==> src/hw/rtl/iwcts_pkg.sv <==
// Shared types, widths and codes for the in-flight writer closed timestamp table.
package iwcts_pkg;

  localparam int ID_W = 32;
  localparam int TS_W = 62;
  localparam int OP_W = 2;
  localparam int ST_W = 2;
  localparam int TABLE_ENTRIES_DEF = 16;
  // Slot numbers travel in the request struct at the widest supported size.
  localparam int IDX_MAX_W = 8;

  localparam logic [TS_W-1:0] TS_MAX = {TS_W{1'b1}};

  localparam logic [OP_W-1:0] OP_REGISTER  = 2'd0;
  localparam logic [OP_W-1:0] OP_ADVERTISE = 2'd1;
  localparam logic [OP_W-1:0] OP_DROP      = 2'd2;

  localparam logic [ST_W-1:0] ST_OK      = 2'd0;
  localparam logic [ST_W-1:0] ST_REFUSED = 2'd1;
  localparam logic [ST_W-1:0] ST_FULL    = 2'd2;

  typedef struct packed {
    logic                 wr_en;
    logic                 set_vld;
    logic                 clr_vld;
    logic [IDX_MAX_W-1:0] wr_addr;
    logic [ID_W-1:0]      wr_txn;
    logic [TS_W-1:0]      wr_bound;
  } store_req_t;

  typedef struct packed {
    logic            vld;
    logic [ID_W-1:0] txn;
    logic [TS_W-1:0] bound;
  } store_rd_t;

  typedef struct packed {
    logic [ST_W-1:0] status;
    logic [TS_W-1:0] result_ts;
  } result_t;

endpackage

==> src/hw/rtl/inflight_writer_closed_ts_table.sv <==
// Top level of the in-flight writer table with closed timestamp advertisement.
//
// Input channel: in_valid/in_stall carry one beat of operation, txn_id and
// timestamp. Operation 0 registers a writer, 1 tries to advertise a snapshot,
// 2 drops a resolved writer. Output channel: out_valid/out_stall carry one
// beat of status and result_ts for every input beat, in order.
// Each beat is handled by a sequencer that reads one table entry per cycle
// from the table memory and checks it in a single compare unit. A beat passes
// through the scan of every entry, a drain of the read pipeline and the table
// update before its result reaches the result register. in_stall is high
// during that time, so the next beat is accepted only once the result has
// been handed over.
// The result register decouples the sides: a new beat is accepted while a
// finished result waits, and when out_stall holds, the next result waits in
// the sequencer with the table unchanged until the register frees up.
// Synchronous reset empties the table and clears the advertised timestamp;
// the block is ready in the first cycle after reset.
module inflight_writer_closed_ts_table #(
  parameter int TABLE_ENTRIES = iwcts_pkg::TABLE_ENTRIES_DEF
) (
  input  logic                       clk,
  input  logic                       rst,
  input  logic                       in_valid,
  output logic                       in_stall,
  input  logic [iwcts_pkg::OP_W-1:0] operation,
  input  logic [iwcts_pkg::ID_W-1:0] txn_id,
  input  logic [iwcts_pkg::TS_W-1:0] timestamp,
  output logic                       out_valid,
  input  logic                       out_stall,
  output logic [iwcts_pkg::ST_W-1:0] status,
  output logic [iwcts_pkg::TS_W-1:0] result_ts
);

  localparam int IDX_W = $clog2(TABLE_ENTRIES);

  logic [IDX_W-1:0]      rd_addr;
  iwcts_pkg::store_req_t req;
  iwcts_pkg::store_rd_t  rd;
  logic                  res_valid;
  logic                  res_take;
  iwcts_pkg::result_t    res;

  iwcts_store #(
    .TABLE_ENTRIES(TABLE_ENTRIES)
  ) u_store (
    .clk     (clk),
    .rst     (rst),
    .rd_addr (rd_addr),
    .req     (req),
    .rd      (rd)
  );

  iwcts_scan #(
    .TABLE_ENTRIES(TABLE_ENTRIES)
  ) u_scan (
    .clk       (clk),
    .rst       (rst),
    .in_valid  (in_valid),
    .in_stall  (in_stall),
    .operation (operation),
    .txn_id    (txn_id),
    .timestamp (timestamp),
    .rd_addr   (rd_addr),
    .req       (req),
    .rd        (rd),
    .res_valid (res_valid),
    .res       (res),
    .res_take  (res_take)
  );

  assign res_take = !out_valid || !out_stall;

  always_ff @(posedge clk) begin
    if (rst) begin
      out_valid <= 1'b0;
    end else if (res_valid && res_take) begin
      out_valid <= 1'b1;
    end else if (!out_stall) begin
      out_valid <= 1'b0;
    end
  end

  always_ff @(posedge clk) begin
    if (res_valid && res_take) begin
      status    <= res.status;
      result_ts <= res.result_ts;
    end
  end

  // An accepted beat keeps the input side busy while the table is scanned.
  a_busy_after_accept: assert property (@(posedge clk) disable iff (rst)
    in_valid && !in_stall |=> in_stall)
    else $error("input accepted again right after a beat");

  // A result handed over by the sequencer always lands in the output register.
  a_result_lands: assert property (@(posedge clk) disable iff (rst)
    res_valid && res_take |=> out_valid)
    else $error("finished result was lost");

  // Only defined status codes leave the block.
  a_status_code: assert property (@(posedge clk) disable iff (rst)
    out_valid |-> (status == iwcts_pkg::ST_OK || status == iwcts_pkg::ST_REFUSED ||
                   status == iwcts_pkg::ST_FULL))
    else $error("undefined status code on output");

endmodule

==> src/hw/rtl/iwcts_store.sv <==
// Writer table storage: id and bound memories with registered read, valid bits in flops.
module iwcts_store #(
  parameter int TABLE_ENTRIES = iwcts_pkg::TABLE_ENTRIES_DEF
) (
  input  logic                              clk,
  input  logic                              rst,
  input  logic [$clog2(TABLE_ENTRIES)-1:0]  rd_addr,
  input  iwcts_pkg::store_req_t             req,
  output iwcts_pkg::store_rd_t              rd
);

  localparam int IDX_W = $clog2(TABLE_ENTRIES);

  logic [iwcts_pkg::ID_W-1:0] txn_mem   [TABLE_ENTRIES];
  logic [iwcts_pkg::TS_W-1:0] bound_mem [TABLE_ENTRIES];
  logic [TABLE_ENTRIES-1:0]   vld;

  logic [IDX_W-1:0]           wa;
  logic                       rd_vld;
  logic [iwcts_pkg::ID_W-1:0] rd_txn;
  logic [iwcts_pkg::TS_W-1:0] rd_bound;

  assign wa = req.wr_addr[IDX_W-1:0];

  always_ff @(posedge clk) begin
    if (req.wr_en) begin
      txn_mem[wa]   <= req.wr_txn;
      bound_mem[wa] <= req.wr_bound;
    end
    rd_txn   <= txn_mem[rd_addr];
    rd_bound <= bound_mem[rd_addr];
    rd_vld   <= vld[rd_addr];
  end

  always_ff @(posedge clk) begin
    if (rst) begin
      vld <= '0;
    end else if (req.set_vld) begin
      vld[wa] <= 1'b1;
    end else if (req.clr_vld) begin
      vld[wa] <= 1'b0;
    end
  end

  assign rd = '{vld: rd_vld, txn: rd_txn, bound: rd_bound};

endmodule

==> src/hw/rtl/iwcts_scan.sv <==
// Sequencer that scans the table one entry per cycle through a shared compare unit.
module iwcts_scan #(
  parameter int TABLE_ENTRIES = iwcts_pkg::TABLE_ENTRIES_DEF
) (
  input  logic                              clk,
  input  logic                              rst,
  input  logic                              in_valid,
  output logic                              in_stall,
  input  logic [iwcts_pkg::OP_W-1:0]        operation,
  input  logic [iwcts_pkg::ID_W-1:0]        txn_id,
  input  logic [iwcts_pkg::TS_W-1:0]        timestamp,
  output logic [$clog2(TABLE_ENTRIES)-1:0]  rd_addr,
  output iwcts_pkg::store_req_t             req,
  input  iwcts_pkg::store_rd_t              rd,
  output logic                              res_valid,
  output iwcts_pkg::result_t                res,
  input  logic                              res_take
);

  localparam int IDX_W = $clog2(TABLE_ENTRIES);
  localparam logic [IDX_W-1:0] LAST_IDX = IDX_W'(TABLE_ENTRIES - 1);

  localparam logic [1:0] S_IDLE   = 2'd0;
  localparam logic [1:0] S_SCAN   = 2'd1;
  localparam logic [1:0] S_DRAIN  = 2'd2;
  localparam logic [1:0] S_FINISH = 2'd3;

  logic [1:0]                 state;
  logic [IDX_W-1:0]           cnt;
  logic                       rd_pend;
  logic [IDX_W-1:0]           rd_idx;
  logic [iwcts_pkg::OP_W-1:0] op_r;
  logic [iwcts_pkg::ID_W-1:0] id_r;
  logic [iwcts_pkg::TS_W-1:0] ts_r;
  logic [iwcts_pkg::TS_W-1:0] eff_r;
  logic [iwcts_pkg::TS_W-1:0] adv;
  logic [iwcts_pkg::TS_W-1:0] adv_next;
  logic                       hit;
  logic [IDX_W-1:0]           hit_slot;
  logic [iwcts_pkg::TS_W-1:0] hit_bound;
  logic                       free_found;
  logic [IDX_W-1:0]           free_slot;
  logic                       refuse;

  logic                       accept;
  logic                       fin_go;
  logic                       match;
  logic                       empty;
  logic                       low;
  logic [iwcts_pkg::TS_W-1:0] floor_ts;
  logic [iwcts_pkg::TS_W-1:0] eff;
  iwcts_pkg::store_req_t      req_raw;

  assign in_stall  = (state != S_IDLE);
  assign accept    = in_valid && (state == S_IDLE);
  assign res_valid = (state == S_FINISH);
  assign fin_go    = res_valid && res_take;
  assign rd_addr   = cnt;

  // The new bound sits above the last advertised timestamp unless that is already TS_MAX.
  assign floor_ts = (adv == iwcts_pkg::TS_MAX) ? iwcts_pkg::TS_MAX
                                                : adv + iwcts_pkg::TS_W'(1);
  assign eff      = (timestamp > floor_ts) ? timestamp : floor_ts;

  // Shared compare unit, fed by the entry read in the previous cycle.
  assign match = rd_pend && rd.vld && (rd.txn == id_r);
  assign empty = rd_pend && !rd.vld;
  assign low   = rd_pend && rd.vld && (rd.bound <= ts_r);

  always_ff @(posedge clk) begin
    if (rst) begin
      state   <= S_IDLE;
      cnt     <= '0;
      rd_pend <= 1'b0;
      adv     <= '0;
    end else begin
      rd_pend <= (state == S_SCAN);
      adv     <= adv_next;
      unique case (state)
        S_IDLE: begin
          if (accept) begin
            state <= S_SCAN;
            cnt   <= '0;
          end
        end
        S_SCAN: begin
          if (cnt == LAST_IDX) begin
            state <= S_DRAIN;
          end else begin
            cnt <= cnt + IDX_W'(1);
          end
        end
        S_DRAIN: state <= S_FINISH;
        S_FINISH: begin
          if (res_take) begin
            state <= S_IDLE;
          end
        end
        default: state <= S_IDLE;
      endcase
    end
  end

  always_ff @(posedge clk) begin
    rd_idx <= cnt;
    if (accept) begin
      op_r       <= operation;
      id_r       <= txn_id;
      ts_r       <= timestamp;
      eff_r      <= eff;
      hit        <= 1'b0;
      free_found <= 1'b0;
      refuse     <= 1'b0;
    end else begin
      if (match && !hit) begin
        hit       <= 1'b1;
        hit_slot  <= rd_idx;
        hit_bound <= rd.bound;
      end
      if (empty && !free_found) begin
        free_found <= 1'b1;
        free_slot  <= rd_idx;
      end
      if (low) begin
        refuse <= 1'b1;
      end
    end
  end

  always_comb begin
    req_raw  = '0;
    res      = '{status: iwcts_pkg::ST_OK, result_ts: adv};
    adv_next = adv;
    unique case (op_r)
      iwcts_pkg::OP_REGISTER: begin
        res.result_ts = eff_r;
        if (hit) begin
          if (eff_r > hit_bound) begin
            req_raw.wr_en    = 1'b1;
            req_raw.wr_addr  = iwcts_pkg::IDX_MAX_W'(hit_slot);
            req_raw.wr_txn   = id_r;
            req_raw.wr_bound = eff_r;
          end else begin
            res.result_ts = hit_bound;
          end
        end else if (free_found) begin
          req_raw.wr_en    = 1'b1;
          req_raw.set_vld  = 1'b1;
          req_raw.wr_addr  = iwcts_pkg::IDX_MAX_W'(free_slot);
          req_raw.wr_txn   = id_r;
          req_raw.wr_bound = eff_r;
        end else begin
          res.status = iwcts_pkg::ST_FULL;
        end
      end
      iwcts_pkg::OP_ADVERTISE: begin
        if (refuse) begin
          res.status = iwcts_pkg::ST_REFUSED;
        end else if (ts_r > adv) begin
          adv_next = ts_r;
        end
        res.result_ts = adv_next;
      end
      iwcts_pkg::OP_DROP: begin
        if (hit) begin
          req_raw.clr_vld = 1'b1;
          req_raw.wr_addr = iwcts_pkg::IDX_MAX_W'(hit_slot);
        end
      end
      default: ;
    endcase
    // State only changes in the cycle the result is handed over.
    if (!fin_go) begin
      adv_next = adv;
    end
    req         = req_raw;
    req.wr_en   = req_raw.wr_en && fin_go;
    req.set_vld = req_raw.set_vld && fin_go;
    req.clr_vld = req_raw.clr_vld && fin_go;
  end

endmodule

==> config.mk <==
export PLATFORM = sky130hd
export DESIGN_NAME = inflight_writer_closed_ts_table
export DESIGN_NICKNAME = d
export VERILOG_FILES = /design/src/hw/rtl/iwcts_pkg.sv /design/src/hw/rtl/inflight_writer_closed_ts_table.sv /design/src/hw/rtl/iwcts_store.sv /design/src/hw/rtl/iwcts_scan.sv
export SDC_FILE = /design/constraint.sdc
export NUM_CORES = 2
export LEC_CHECK = 0
export BUFFER_PORTS_ARGS = -buffer_cell sky130_fd_sc_hd__buf_2
export CAP_MARGIN = 20
export CORE_MARGIN = 5
export CORE_UTILIZATION = 57
export DETAILED_ROUTE_END_ITERATION = 16
export HOLD_SLACK_MARGIN = 0.02
export PLACE_DENSITY = 0.76
export SYNTH_ARGS = -nofsm -noshare
export SYNTH_HDL_FRONTEND = slang
export SYNTH_HIERARCHICAL = 1
export SYNTH_SLANG_ARGS = --single-unit
export TNS_END_PERCENT = 50
==> constraint.sdc <==
create_clock -name clk -period 6.6 [get_ports clk]
set_input_delay 0.99 -clock clk [delete_from_list [all_inputs] [get_ports clk]]
set_output_delay 0.99 -clock clk [all_outputs]
set_load 0.01 [all_outputs]
* Word-level counts from Yosys, hierarchy flattened
Memory sizes are Yosys's and may differ from the RTL's. A register that Yosys moved wholly into a read port is not among the register bits. Cells that the tools add are included.
Operators by class: $add $sub $neg 2, magnitude comparators 7, equal/unequal tests 13, muxes and demuxes 39, bitwise logic cells 4, reductions and logical operators 28
Operator list (number):
- $mux W62 | 6
- $mux W98 | 3
- $gt A62 B62 Y1 | 3
- $pmux W64 S2 | 1
- $mux W94 | 1
- $add A62 B1 Y62 const B | 1
- $eq A62 B62 Y1 const B | 1
- $le A62 B62 Y1 | 1
- $eq A32 B32 Y1 | 1
- $mux W16 | 2
- $and A16 B16 Y16 | 1
- $not A16 Y16 | 1
- $or A16 B16 Y16 | 1
- $pmux W4 S2 | 2
- $mux W2 | 7
- $logic_and A1 B1 Y1 | 12
- $mux W1 | 11
- $lt A4 B5 Y1 const B | 2
- $mux W9 | 1
- $mux W4 | 2
- $pmux W2 S4 | 1
- $eq A2 B2 Y1 const B | 3
- $ne A2 B2 Y1 const B | 3
- $reduce_and A2 Y1 | 3
- 13 further kinds | 23
Storage, ports and cells: bits in registers 386, memory bits (writable) 1504, output and inout port bits 66, word-level logic and storage cells 115, memories 2
Memory list:
- u_store.bound_mem | depth 16, bits a word 62, read ports 1, clocked after memory_dff 1, write ports 1, line iwcts_store.sv:15 | logic [iwcts_pkg::TS_W-1:0] bound_mem [TABLE_ENTRIES];
- u_store.txn_mem | depth 16, bits a word 32, read ports 1, clocked after memory_dff 1, write ports 1, line iwcts_store.sv:14 | logic [iwcts_pkg::ID_W-1:0] txn_mem [TABLE_ENTRIES];

* Longest topological paths before layout
depth in word-level cells 12, gate-level depth with buffers 21, depth with buffers taken out 17

* By module
The synthesis kept the hierarchy.
By module, submodules not included:
- iwcts_store | instances 1, cells an instance 2515, area each 58996.6 um^2
- iwcts_scan | instances 1, cells an instance 2274, area each 21664.5 um^2
- inflight_writer_closed_ts_table | instances 1, cells an instance 69, area each 1960.6 um^2

* Least setup slack after synthesis
Ideal clock, no wire load.
path type input port to flip-flop, from in in_valid, to reg u_scan/hit_bound[0] (netlist name), enable pin, library setup time 574 ps, arrival time 6136 ps, data required time 6026 ps, slack -110 ps, stages 5, buffers on the path 0, path through nand2_1 > nand3_1 > nor4_1 > nand3_1 > nor3_1
Between the ends: word-level cells in the longest chain between the ends 3
Ends and longest elaborated chain:
- start: declaration | line inflight_writer_closed_ts_table.sv:23 | input logic in_valid,
- $logic_and A1 B1 Y1 | line iwcts_scan.sv:55 | assign accept = in_valid && (state == S_IDLE);
- $not A1 Y1 (no line)
- $reduce_and A2 Y1 (no line)
- end signal: assignment | line iwcts_scan.sv:118 | hit_bound <= rd.bound;
- end: declaration | line iwcts_scan.sv:40 | logic [iwcts_pkg::TS_W-1:0] hit_bound;
Every way passes these cells. A chain may end at the register's enable or synchronous reset.

* Worst setup path after layout
from reg u_scan/adv[14] (netlist name), to reg u_scan/eff_r[27] (netlist name) (data pin)
Between the ends: word-level cells in the longest chain between the ends 4, elaborated cells between the ends (all ways) 5, classes of those cells 1 x add/sub; 1 x order compare; 1 x eq/ne; 2 x mux
Ends and longest elaborated chain:
- start: declaration | line iwcts_scan.sv:36 | logic [iwcts_pkg::TS_W-1:0] adv;
- start signal: assignment | line iwcts_scan.sv:78 | adv <= adv_next;
- $add A62 B1 Y62 or $eq A62 B62 Y1 (tied branches) | line iwcts_scan.sv:62, iwcts_scan.sv:61
- $mux W62 * | line iwcts_scan.sv:61 | assign floor_ts = (adv == iwcts_pkg::TS_MAX) ? iwcts_pkg::TS_MAX
- $gt A62 B62 Y1 | line iwcts_scan.sv:63 | assign eff = (timestamp > floor_ts) ? timestamp : floor_ts;
- $mux W62 * | line iwcts_scan.sv:63
- named net u_scan.eff (one bit) | line iwcts_scan.sv:51 | logic [iwcts_pkg::TS_W-1:0] eff;
- end signal: assignment | line iwcts_scan.sv:110 | eff_r <= eff;
- end: declaration | line iwcts_scan.sv:35 | logic [iwcts_pkg::TS_W-1:0] eff_r;
The timed path passes the listed nets; every way through them passes the cells marked *.

==> results.py <==
metrics = {
    "power_and_ir_drop": {
        "power.share.clock_pct": 36.3,
        "seq_power_share_pct": 48.5,
        "power_switching_share_pct": 26.6,
        "cellLeakagePower_uw": 0.0324,
        "p_int_uw": 22800,
        "combPwrFrac_pct": 15.2,
        "worst_ir_drop_vdd_mv": 0.309,
        "power.net_switching_uw": 8250,
        "power.density_cell_area_mw_per_mm2": 335,
    },
    "clock_tree": {
        "post_cts.repair.setup_buffers": 0,
        "tritoncts": "built",
        "cts-root-buf": "sky130_fd_sc_hd__clkbuf_16",
        "cts.repair.resized": 0,
        "post_cts_hold_buffer_count": 0,
        "clk_pin_slew_worst_paths_ns": 0.06,
        "worstSkewPairLatency_ns": 0.83,
        "cts_made_buffers": 190,
        "clock-sinks": 1984,
        "cts_buffer_depth": 3,
        "htreeDepth": 4,
    },
    "timing": {
        "rsz_0062_raised_after_global_routing": "no",
        "tns_ns": 0,
        "period_share_pct": 94.6,
        "min_period_ns": 6.25,
        "max-slew-margin-rel_pct": 17.7,
        "tightestPinTransition_ns": 1.23,
        "finalClockSkew_ns": 0.0578,
        "final-max-slew-violation-count": 0,
        "report.final.setup_viol": 0,
        "number_of_hold_violations_in_the_final_report": 0,
        "max_freq_ghz": 0.160,
    },
    "synth": {
        "synthesis.instances": 4853,
        "yosysWarnings": 6,
        "synth.cell_area_mm2": 0.0826,
        "avgSynthCellArea_um2": 17.0,
        "mappedNetlistNets": 5208,
    },
    "global_route": {
        "overflow": 0,
        "track_usage_pct": 29.0,
        "first_global_vias": 47607,
        "grt_start_max_net_pins": 162,
        "grt_pass1_wl_mm": 324,
        "antenna_found_initial": 22,
    },
    "critical_path": {
        "critical_path.slowest_cell": "sky130_fd_sc_hd__nor4_1",
        "crit_arrival_ns": 6.86,
        "critical_path.endpoint_type": "flip-flop",
        "r2r-start": "u_scan/adv[14]",
        "cp_max_fo": 28,
        "cp_slowest_stage_delay_ns": 0.80,
        "timing.critical_path.from": "u_scan/adv[14]",
        "criticalPathCategory": "reg2reg",
        "critPathTopFamily": "simple AND/OR/NAND/NOR gates",
        "crit_top_cell": "sky130_fd_sc_hd__nand2_1",
        "critical_path.n_buffers_inverters": 2,
        "critical_path.startpoint_type": "flip-flop",
        "cp.required_ns": 7.21,
        "cell_chain_of_the_critical_path": "nand3_1, nor4_4, nand3_4, nor3_4, nand2_1, nor2_4, buf_12, nor2_1, ha_1, nand4_1, nor4_1, a21oi_1, nand2_1, nand2_1, o2111ai_1, o22a_4, buf_12, mux2i_1",
    },
    "detailed_routing": {
        "drcViolationCount": 0,
        "routedWlPerCell_um": 31.0,
        "ant_nets": 0,
        "dr.first_iter.drc_count": 6687,
        "first_drt_pass_iteration_count": 6,
        "postRouteWirelength_mm": 222,
        "via_per_inst": 6.71,
        "dr_total_vias": 47989,
    },
    "min_path": {
        "min-delay-start": "txn_id[11]",
        "min_path_type": "in2reg",
    },
    "run_status": {
        "status": "finished clean",
    },
    "placement": {
        "postPlaceCellArea_mm2": 0.0861,
        "dp_hpwl_mm": 130,
        "place_congestion": 0.926,
        "port-buffer-count": 165,
    },
    "die": {
        "ioPinCount": 166,
        "die_area_mm2": 0.153,
        "die_height_um": 391,
        "initial_core_util_pct": 57.4,
        "core.rowCount": 139,
        "coreArea_mm2": 0.144,
        "die_width_um": 391,
    },
    "layout": {
        "multi_input_comb_area_mm2": 0.0228,
        "syn2layout_area_growth_pct": 12.2,
        "layout_net_count": 5427,
        "nFillCells": 9499,
        "finalInstanceArea_mm2": 0.0926,
        "drive_gt1_share_pct": 20.1,
        "seq_area_mm2": 0.0577,
    },
    "run": {
        "cap_viol_max_count": 0,
    },
}
-- sequential cells by signal, summed over array words and instances, names as in the netlist, 2 cells and up, named ones only --
| signal | cells |
|---|---|
| u_scan/rd_addr | 4 |
| result_ts | 62 |
| u_scan/rd_idx | 4 |
| u_store/rd_bound | 62 |
| u_scan/op_r | 2 |
| u_scan/hit_slot | 4 |
| u_scan/free_slot | 4 |
| u_store/bound_mem | 992 |
| u_scan/state | 2 |
| u_scan/eff_r | 62 |
| u_store/txn_mem | 512 |
| u_scan/adv | 62 |
| u_scan/id_r | 32 |
| u_store/rd_txn | 32 |
| status | 2 |
| u_scan/hit_bound | 62 |
| u_scan/ts_r | 62 |
-- metal layers --
metal	track usage [%]	wire length (µm)	vias to the layer above
li1	-	-	19696
met1	41.6	83700	24445
met2	44.9	103000	3369
met3	6.36	27400	467
met4	9.75	7660	12
met5	0	80	-
-- layout make-up --
cell class,instances,share of cell area (%)
Clock buffer,248,5.59
Antenna cell,6,0.0162
Sequential cell,1984,62.3
Clock inverter,113,1.46
Multi-Input combinational cell,2344,24.6
Inverter,281,1.15
Tap cell,1903,2.57
Timing Repair Buffer,271,2.33
-- worst reg2reg max path, stage by stage (launching register included) --
cell                        delay [ns]
sky130_fd_sc_hd__dfxtp_1          0.42
sky130_fd_sc_hd__nand3_1          0.23
sky130_fd_sc_hd__nor4_4           0.65
sky130_fd_sc_hd__nand3_4          0.24
sky130_fd_sc_hd__nor3_4           0.38
sky130_fd_sc_hd__nand2_1          0.16
sky130_fd_sc_hd__nor2_4           0.57
sky130_fd_sc_hd__buf_12           0.29
sky130_fd_sc_hd__nor2_1           0.11
sky130_fd_sc_hd__ha_1             0.31
sky130_fd_sc_hd__nand4_1          0.13
sky130_fd_sc_hd__nor4_1           0.80
sky130_fd_sc_hd__a21oi_1          0.15
sky130_fd_sc_hd__nand2_1          0.20
sky130_fd_sc_hd__nand2_1          0.08
sky130_fd_sc_hd__o2111ai_1        0.10
sky130_fd_sc_hd__o22a_4           0.58
sky130_fd_sc_hd__buf_12           0.29
sky130_fd_sc_hd__mux2i_1          0.35
-- power by group through the flow --
stage | clock, µW | combinational [µW] | sequential [µW]
final | 11300 | 4710 | 15100
after global routing | 12000 | 5050 | 15100
after CTS | 11400 | 4650 | 15000
after detailed placement | 0 | 4600 | 15300
after global placement | 0 | 4500 | 15300
after floorplan | 0 | 3350 | 15000
-- worst paths after layout --
kind,to,slack (ns),cells past startpoint
worst min register to register,u_scan/hit_slot[1],0.43,0
worst min-delay path,u_scan/id_r[11],0.34,1
worst max-delay path,u_scan/eff_r[27],0.35,18
worst max register to register,u_scan/eff_r[27],0.35,18
-- layout by cell type (no fill, tap or decap), types with 22 or more instances in the layout --
master                         n
sky130_fd_sc_hd__mux2i_1     126
sky130_fd_sc_hd__nor3_1       28
sky130_fd_sc_hd__inv_1       280
sky130_fd_sc_hd__a22oi_1     216
sky130_fd_sc_hd__a21oi_1     138
sky130_fd_sc_hd__mux4_2      380
sky130_fd_sc_hd__clkinv_2     38
sky130_fd_sc_hd__edfxtp_1   1796
sky130_fd_sc_hd__clkbuf_16   192
sky130_fd_sc_hd__nand2_1     235
sky130_fd_sc_hd__bufinv_16    22
sky130_fd_sc_hd__buf_12       39
sky130_fd_sc_hd__nor4_1       24
sky130_fd_sc_hd__o2111ai_1    27
sky130_fd_sc_hd__dfxtp_1     186
sky130_fd_sc_hd__nand3_1      63
sky130_fd_sc_hd__and3_1      100
sky130_fd_sc_hd__ha_1        255
sky130_fd_sc_hd__a211oi_1     77
sky130_fd_sc_hd__xor2_1       25
sky130_fd_sc_hd__o221a_2      35
sky130_fd_sc_hd__nor2_1      235
sky130_fd_sc_hd__nand4_1      52
sky130_fd_sc_hd__a21o_1       36
sky130_fd_sc_hd__o21ai_0      43
sky130_fd_sc_hd__a31oi_1      27
sky130_fd_sc_hd__buf_4        65
sky130_fd_sc_hd__buf_2       164
sky130_fd_sc_hd__clkbuf_1     40
sky130_fd_sc_hd__xnor2_1      61
-- through the flow --
step                hold WS, ns  setup slack [ns]  util (%)  power [µW]  cells
global route              0.298             0.149      64.4       32100   7144
global placement          0.410             0.522      59.8       19800   6779
detailed placement        0.416             0.516      59.8       19900   6781
CTS                       0.279             0.487      64.4       31100   7142
floorplan                 0.387             0.851         -       18300   4853
finish                    0.336             0.354      64.4       31100   7150
Note: power is estimated with default switching activity, not from simulation.
